**src/rtl/nps_pkg.sv**
```systemverilog
package nps_pkg;

	localparam int MAX_PROCS_DEF = 16;
	localparam int TIME_BITS_DEF = 16;

	// fixed field widths
	localparam int ARR_W   = 16;
	localparam int BURST_W = 16;
	localparam int PRIO_W  = 8;
	localparam int JOB_W   = 5;
	localparam int RES_W   = 20;
	localparam int TICK_W  = 21;

	typedef struct packed {
		logic clear;   // drop the current best, new pick starts
		logic cmp_en;  // an entry is on the read port this cycle
	} scan_ctl_t;

endpackage

```
**src/rtl/nonpreemptive_priority_scheduler.sv**
```systemverilog
// Non-preemptive priority scheduler.
// Input channel (in_valid/in_stall): one job per request with arrival_time,
// burst_time, job_priority and last_job. While idle in_stall is low and a job
// is taken every cycle; jobs beyond MAX_PROCS are dropped. A request with
// last_job set closes the set and starts scheduling; in_stall stays high until
// the last result has been taken.
// Output channel (out_valid/out_stall): one result per stored job in run
// order, last_result set on the final one. Each result takes one pass over
// the job memory (one entry per cycle through the single read port and one
// shared key comparator), a drain state, then tick update, wait and
// turnaround computation.
// A result sits in the output register while out_stall is high; the next pick
// starts only after it is taken.
// Reset (arst_n low) empties the job set and the scheduled marks and returns
// the block to idle; the job memory itself is not cleared.
module nonpreemptive_priority_scheduler import nps_pkg::*; #(
	parameter int MAX_PROCS = MAX_PROCS_DEF,
	parameter int TIME_BITS = TIME_BITS_DEF
) (
	input  logic               clk,
	input  logic               arst_n,
	input  logic               in_valid,
	output logic               in_stall,
	input  logic [ARR_W-1:0]   arrival_time,
	input  logic [BURST_W-1:0] burst_time,
	input  logic [PRIO_W-1:0]  job_priority,
	input  logic               last_job,
	output logic               out_valid,
	input  logic               out_stall,
	output logic [JOB_W-1:0]   job_number,
	output logic [RES_W-1:0]   wait_time,
	output logic [RES_W-1:0]   turnaround_time,
	output logic               last_result
);

	localparam int SW = (TIME_BITS < ARR_W) ? TIME_BITS : ARR_W;
	localparam int IW = $clog2(MAX_PROCS);
	localparam int CW = $clog2(MAX_PROCS + 1);
	localparam int MW = SW + SW + PRIO_W;

	typedef enum logic [2:0] {
		ST_IDLE,
		ST_SCAN,
		ST_DRAIN,
		ST_JUMP,
		ST_CALC,
		ST_DONE,
		ST_OUT
	} state_t;

	state_t                state_q;
	logic [CW-1:0]         count_q;
	logic [CW-1:0]         done_q;
	logic [IW-1:0]         rd_idx_q;
	logic [TICK_W-1:0]     tick_q;
	logic [MAX_PROCS-1:0]  marks_q;
	logic                  vld_s1;
	logic [IW-1:0]         idx_s1;
	logic                  mark_s1;

	logic                  accept;
	logic                  wr_en;
	logic [MW-1:0]         wr_word;
	logic [MW-1:0]         rd_word;
	scan_ctl_t             scan_ctl;
	logic                  best_found;
	logic                  best_elig;
	logic [SW-1:0]         best_arr;
	logic [SW-1:0]         best_burst;
	logic [IW-1:0]         best_idx;

	assign in_stall = (state_q != ST_IDLE);
	assign accept   = in_valid && (state_q == ST_IDLE);
	assign wr_en    = accept && (count_q < CW'(MAX_PROCS));
	assign wr_word  = {arrival_time[SW-1:0], burst_time[SW-1:0], job_priority};

	nps_job_ram #(
		.DEPTH (MAX_PROCS),
		.WIDTH (MW)
	) u_ram (
		.clk   (clk),
		.we    (wr_en),
		.waddr (count_q[IW-1:0]),
		.wdata (wr_word),
		.raddr (rd_idx_q),
		.rdata (rd_word)
	);

	assign scan_ctl.clear  = (state_q == ST_SCAN) && (rd_idx_q == '0);
	assign scan_ctl.cmp_en = vld_s1;

	nps_scan_unit #(
		.MAX_PROCS (MAX_PROCS),
		.SW        (SW)
	) u_scan (
		.clk        (clk),
		.arst_n     (arst_n),
		.ctl        (scan_ctl),
		.tick       (tick_q),
		.ent_arr    (rd_word[MW-1 -: SW]),
		.ent_burst  (rd_word[PRIO_W +: SW]),
		.ent_prio   (rd_word[PRIO_W-1:0]),
		.ent_idx    (idx_s1),
		.ent_mark   (mark_s1),
		.best_found (best_found),
		.best_elig  (best_elig),
		.best_arr   (best_arr),
		.best_burst (best_burst),
		.best_idx   (best_idx)
	);

	// read stage alongside the registered memory output
	always_ff @(posedge clk or negedge arst_n) begin
		if (!arst_n) begin
			vld_s1 <= 1'b0;
		end else begin
			vld_s1 <= (state_q == ST_SCAN);
		end
	end

	always_ff @(posedge clk) begin
		idx_s1  <= rd_idx_q;
		mark_s1 <= marks_q[rd_idx_q];
	end

	always_ff @(posedge clk or negedge arst_n) begin
		if (!arst_n) begin
			state_q         <= ST_IDLE;
			count_q         <= '0;
			done_q          <= '0;
			rd_idx_q        <= '0;
			tick_q          <= '0;
			marks_q         <= '0;
			out_valid       <= 1'b0;
			job_number      <= '0;
			wait_time       <= '0;
			turnaround_time <= '0;
			last_result     <= 1'b0;
		end else begin
			unique case (state_q)
				ST_IDLE: begin
					rd_idx_q <= '0;
					done_q   <= '0;
					tick_q   <= '0;
					if (accept) begin
						if (wr_en) begin
							count_q <= count_q + 1'b1;
						end
						if (last_job) begin
							state_q <= ST_SCAN;
						end
					end
				end
				ST_SCAN: begin
					if (rd_idx_q == IW'(count_q - 1'b1)) begin
						state_q <= ST_DRAIN;
					end else begin
						rd_idx_q <= rd_idx_q + 1'b1;
					end
				end
				ST_DRAIN: begin
					state_q <= ST_JUMP;
				end
				ST_JUMP: begin
					// nothing has arrived: idle until the earliest pending job
					if (!best_elig) begin
						tick_q <= TICK_W'(best_arr);
					end
					state_q <= ST_CALC;
				end
				ST_CALC: begin
					wait_time <= RES_W'(tick_q - TICK_W'(best_arr));
					tick_q    <= tick_q + TICK_W'(best_burst);
					state_q   <= ST_DONE;
				end
				ST_DONE: begin
					turnaround_time   <= RES_W'(tick_q - TICK_W'(best_arr));
					job_number        <= JOB_W'({1'b0, best_idx} + 1'b1);
					last_result       <= (done_q == CW'(count_q - 1'b1));
					marks_q[best_idx] <= 1'b1;
					out_valid         <= 1'b1;
					state_q           <= ST_OUT;
				end
				ST_OUT: begin
					if (!out_stall) begin
						out_valid <= 1'b0;
						rd_idx_q  <= '0;
						if (last_result) begin
							count_q <= '0;
							marks_q <= '0;
							tick_q  <= '0;
							state_q <= ST_IDLE;
						end else begin
							done_q  <= done_q + 1'b1;
							state_q <= ST_SCAN;
						end
					end
				end
				default: begin
					state_q <= ST_IDLE;
				end
			endcase
		end
	end

	// results appear only while scheduling, never while loading
	a_no_out_when_loading: assert property (@(posedge clk) disable iff (!arst_n)
		out_valid |-> in_stall)
		else $error("result shown while accepting requests");

	// closing request always starts a scheduling run
	a_last_starts_run: assert property (@(posedge clk) disable iff (!arst_n)
		(in_valid && !in_stall && last_job) |=> (in_stall && !out_valid))
		else $error("last request did not start scheduling");

	// a shown result names a stored, freshly picked job
	a_pick_in_set: assert property (@(posedge clk) disable iff (!arst_n)
		out_valid |-> (best_found && (CW'(best_idx) < count_q) && marks_q[best_idx]))
		else $error("picked job outside the loaded set");

	// never more jobs scheduled than loaded
	a_marks_bounded: assert property (@(posedge clk) disable iff (!arst_n)
		$countones(marks_q) <= int'(count_q))
		else $error("scheduled marks exceed job count");

endmodule

```
**src/rtl/nps_job_ram.sv**
```systemverilog
module nps_job_ram import nps_pkg::*; #(
	parameter int DEPTH = MAX_PROCS_DEF,
	parameter int WIDTH = 40
) (
	input  logic                     clk,
	input  logic                     we,
	input  logic [$clog2(DEPTH)-1:0] waddr,
	input  logic [WIDTH-1:0]         wdata,
	input  logic [$clog2(DEPTH)-1:0] raddr,
	output logic [WIDTH-1:0]         rdata
);

	logic [WIDTH-1:0] mem [DEPTH];

	always_ff @(posedge clk) begin
		if (we) begin
			mem[waddr] <= wdata;
		end
		rdata <= mem[raddr];
	end

endmodule

```
**src/rtl/nps_scan_unit.sv**
```systemverilog
module nps_scan_unit import nps_pkg::*; #(
	parameter int MAX_PROCS = MAX_PROCS_DEF,
	parameter int SW        = ARR_W
) (
	input  logic                         clk,
	input  logic                         arst_n,
	input  scan_ctl_t                    ctl,
	input  logic [TICK_W-1:0]            tick,
	input  logic [SW-1:0]                ent_arr,
	input  logic [SW-1:0]                ent_burst,
	input  logic [PRIO_W-1:0]            ent_prio,
	input  logic [$clog2(MAX_PROCS)-1:0] ent_idx,
	input  logic                         ent_mark,
	output logic                         best_found,
	output logic                         best_elig,
	output logic [SW-1:0]                best_arr,
	output logic [SW-1:0]                best_burst,
	output logic [$clog2(MAX_PROCS)-1:0] best_idx
);

	localparam int KW = 1 + PRIO_W + SW;

	logic          elig;
	logic [KW-1:0] key;
	logic [KW-1:0] best_key_q;
	logic          found_q;
	logic          take;

	// Arrived jobs rank first by (priority, arrival); pending ones by
	// (arrival, priority), so a pick with nothing arrived lands on the
	// job the tick would jump to. Ascending scan + strict compare keeps
	// the lower index on a full tie.
	assign elig = (TICK_W'(ent_arr) <= tick);
	assign key  = elig ? {1'b0, ent_prio, ent_arr} : {1'b1, ent_arr, ent_prio};
	assign take = ctl.cmp_en && !ent_mark && (!found_q || (key < best_key_q));

	always_ff @(posedge clk or negedge arst_n) begin
		if (!arst_n) begin
			found_q <= 1'b0;
		end else if (ctl.clear) begin
			found_q <= 1'b0;
		end else if (take) begin
			found_q <= 1'b1;
		end
	end

	always_ff @(posedge clk) begin
		if (take) begin
			best_key_q <= key;
			best_arr   <= ent_arr;
			best_burst <= ent_burst;
			best_idx   <= ent_idx;
		end
	end

	assign best_found = found_q;
	assign best_elig  = !best_key_q[KW-1];

endmodule
```
**config.mk**
```make
export PLATFORM = sky130hd
export DESIGN_NAME = nonpreemptive_priority_scheduler
export DESIGN_NICKNAME = d
export VERILOG_FILES = /design/src/rtl/nps_pkg.sv /design/src/rtl/nonpreemptive_priority_scheduler.sv /design/src/rtl/nps_job_ram.sv /design/src/rtl/nps_scan_unit.sv
export SDC_FILE = /design/constraint.sdc
export NUM_CORES = 1
export LEC_CHECK = 0
export ABC_AREA = 0
export BUFFER_PORTS_ARGS = -buffer_cell sky130_fd_sc_hd__buf_4
export CAP_MARGIN = 20
export CELL_PAD_IN_SITES_DETAIL_PLACEMENT = 0
export CELL_PAD_IN_SITES_GLOBAL_PLACEMENT = 1
export CORE_AREA = 3 3 349 351
export CTS_BUF_LIST = sky130_fd_sc_hd__clkbuf_4 sky130_fd_sc_hd__clkbuf_8
export DETAILED_ROUTE_END_ITERATION = 6
export DIE_AREA = 0 0 352 354
export MAX_ROUTING_LAYER = met4
export PLACE_DENSITY = 0.55
export SLEW_MARGIN = 20
export SYNTH_ARGS = -nofsm -noshare
export SYNTH_HDL_FRONTEND = slang
export SYNTH_SLANG_ARGS = --single-unit
```
**constraint.sdc**
```tcl
create_clock -name clk -period 9.9 [get_ports clk]
set_input_delay 2.97 -clock clk [delete_from_list [all_inputs] [get_ports clk]]
set_output_delay 2.97 -clock clk [all_outputs]
set_load 0.02 [all_outputs]
```
==> qor.yml <==
fp.dieArea_um2: 125000
vias: 17700
clkPwrFrac: 0.274
die-height_um: 354
fp-row-count: 127
port-buffer-count: 92
cts_buffer_depth: 3
synthFlopType: "edfxtp_1"
yosys_warnings: 0
drv_slew: 0
min_period_ps: 6140
r2r-start: "tick_q[15]"
rsz0062_at_grt: "no"
cts_resized: 0
crit_type: "reg2reg"
layout.nets: 2186
wl_um: 83400
cts_hold_buf: 0
critical_path.max_stage_delay_ps: 690
worst_pin_slew_ps: 1010
post-route-period-util: 0.620
cts_sinks: 849
htreeDepth: 4
cts-root-buf: "clkbuf_8"
ys_async_sr_fraction: 0.121
dp_hpwl_um: 46700
power.leakage_nw: 13.7
fmax_mhz: 163
path_clk_slew_ps: 60
ir_worst_vdd_uv: 121
start_kind: "flop"
cts_buffers: 144
dr.first_iter.drc_count: 1220
dieWidth_um: 352
power.density_nw_per_um2: 294
comb_power_share: 0.312
instances_no_fill: 3795
seqPwrFrac: 0.413
p_switching_mw: 3.89
syn_inst: 1867
synth_cell_type_count: 65
cp.arrival_ps: 6540
finClkSkew_ps: 38.1
grtUsageTotal: 0.138
globalplace.congestion: 0.775
drtPass1Iterations: 5
utilization: 0.336
cpMaxStageDelayCell: "a21oi_4"
avgSynthCellArea_um2: 18.4
yosysSeqAreaShare: 0.714
clk_latency_ps: 790
path_cells: "inv_1 > ha_1 > or3b_2 > or4_4 > a21oi_1 > a211o_2 > a31oi_1 > a31oi_4 > buf_8 > mux2_4 > ha_1 > a211oi_1 > o21ai_0 > o211ai_1 > a21oi_1 > a211o_1 > a21oi_4 > buf_4"
viasPerCell: 4.66
io-pin-count: 93
status: "finished clean"
endpoint_kind: "flop"
area_delta_synth_final_pct: 16.6
hold_viol_final: 0
cts_tree: "done"
dp_worst_setup_slack_ps: 3630
coreArea_um2: 119000
synthesis.area_um2: 34400
cts_setup_buffers: 0
place_inst: 3521
drcViolationCount: 0
first_global_vias: 19000
crit_fanout: 37
ant_nets: 0
wl_per_cell_um: 22.0
cp.required_ps: 10300
maxSlewHeadroom: 0.320
power_mw: 11.8
final.setup.tns_ps: 0
ys_ff_latch: 849
gr-total-overflow: 0
worstHoldStart: "u_ram.rdata[13]"
syn_nets: 1997
grt_first_pass_wirelength_um: 125000
cap_violations: 0
setup_viol: 0
final_layout_size_suffix_gt1_frac: 0.293
hold_class: "reg2reg"
start_util: 0.288
startpoint: "tick_q[15]"
rrSetupSlack_ps: 3760
antenna_found_initial: 9
setup_slack_ps: 3760
sw_frac_of_total: 0.330
n_fill_cell: 11400
grt_max_degree: 146
synth-edff-count: 701
power.internal_mw: 7.89
flip-flops by register name (all words and copies together) (netlist names), 3 cells and up:
| name | flops |
|---|---|
| u_scan.best_key_q | 25 |
| u_scan.best_burst | 16 |
| state_q | 3 |
| rd_idx_q | 4 |
| count_q | 5 |
| job_number | 5 |
| turnaround_time | 20 |
| tick_q | 21 |
| marks_q | 16 |
| wait_time | 20 |
| idx_s1 | 4 |
| u_ram.mem | 640 |
| u_scan.best_arr | 16 |
| u_ram.rdata | 40 |
| u_scan.best_idx | 4 |
| done_q | 5 |
cells by family (layout without fill, tap and decap cells):
group	Yosys count	count (layout)	share of synthesized area
AOI/OAI and AO/OA	237	237	0.0422
muxes	236	236	0.146
other	0	8	0
xor gates and xnor gates	47	47	0.0120
and+or+nand+nor	261	261	0.0361
adders and majority gates	85	85	0.0314
buffers and inverters	152	460	0.0178
DFF	849	849	0.714
synth_stat cells, types with 9 or more instances:
| cell type | number | area, um2 |
|---|---|---|
| o211ai_1 | 10 | 75.1 |
| and2_1 | 13 | 81.3 |
| nand4_1 | 11 | 68.8 |
| edfxtp_1 | 701 | 21100 |
| nand2_1 | 90 | 338 |
| dfxtp_1 | 45 | 901 |
| nor2_1 | 68 | 255 |
| mux2_4 | 19 | 285 |
| a21oi_1 | 71 | 355 |
| xnor2_1 | 28 | 245 |
| xor2_1 | 19 | 166 |
| nor3_1 | 10 | 50.1 |
| inv_1 | 73 | 274 |
| clkbuf_1 | 56 | 210 |
| ha_1 | 83 | 1040 |
| buf_1 | 19 | 71.3 |
| dfrtp_1 | 103 | 2580 |
| o21ai_0 | 82 | 410 |
| o21a_1 | 9 | 67.6 |
| mux4_2 | 205 | 4620 |
| nand3_1 | 22 | 110 |
cells in the final DEF, fill, tap and decap left out, types with 9 or more instances in the layout:
| cell | synthesis | final |
|---|---|---|
| clkinv_1 | 0 | 16 |
| clkbuf_4 | 0 | 50 |
| mux2_4 | 19 | 19 |
| inv_1 | 73 | 73 |
| nand2_1 | 90 | 90 |
| ha_1 | 83 | 83 |
| o211ai_1 | 10 | 10 |
| nor2_1 | 68 | 68 |
| xor2_1 | 19 | 19 |
| edfxtp_1 | 701 | 701 |
| buf_4 | 0 | 119 |
| dfrtp_1 | 103 | 99 |
| xnor2_1 | 28 | 28 |
| nor3_1 | 10 | 10 |
| clkbuf_8 | 0 | 158 |
| nand4_1 | 11 | 11 |
| mux4_2 | 205 | 205 |
| o21ai_0 | 82 | 82 |
| and2_2 | 0 | 12 |
| clkinv_2 | 0 | 23 |
| o21a_1 | 9 | 9 |
| dfxtp_1 | 45 | 45 |
| nand3_1 | 22 | 22 |
| a21oi_1 | 71 | 69 |
area by class of cell:
class	count	area, um2	area share
repair buffers	122	948	0.0237
inverters	73	274	0.00684
flip-flops and latches	849	24500	0.613
clock buffers	208	2550	0.0637
diodes	8	20.0	0.000500
well taps	1612	2020	0.0504
multi-input cells	866	9250	0.231
clock inverters	57	447	0.0112
power groups by stage:
stage	clock network (mW)	registers [mW]	logic (mW)
floorplan	0	4.81	2.64
global placement	0	4.94	3.65
detailed placement	0	4.96	3.72
CTS	3.35	4.89	3.73
global route	3.50	4.94	4.09
finish	3.23	4.87	3.68
layer usage:
| metal | track usage | part of all wire |
|---|---|---|
| met2 | 0.211 | 0.47 |
| met1 | 0.180 | 0.45 |
| met4 | 0.0486 | 0.025 |
| met3 | 0.0334 | 0.055 |
| met5 | - | 0 |
stage by stage:
step	hold WS, ps	area, um2
CTS	402	40000
global route	416	40000
finish	403	40000
detailed placement	389	37000
floorplan	345	34400
global placement	388	37000
worst paths after layout:
check,endpoint,depth (start not counted)
min in group asynchronous,count_q[4],1
worst min register to register,u_scan.best_burst[5],0
worst max register to register,u_scan.best_burst[12],18
max in group asynchronous,wait_time[10],2
worst max-delay path,u_scan.best_burst[12],18
worst min-delay path,u_scan.best_burst[5],0
critical path: cells and delay by family (launching register included):
kind	cells	cell delay, ps
AO/OA/AOI/OAI	10	2520
AND/OR/NAND/NOR	2	1010
buffers and inverters	3	880
adder cells (fa/ha/maj)	2	590
flip-flops	1	410
multiplexers	1	330
Power figures use the tool's default switching activity.
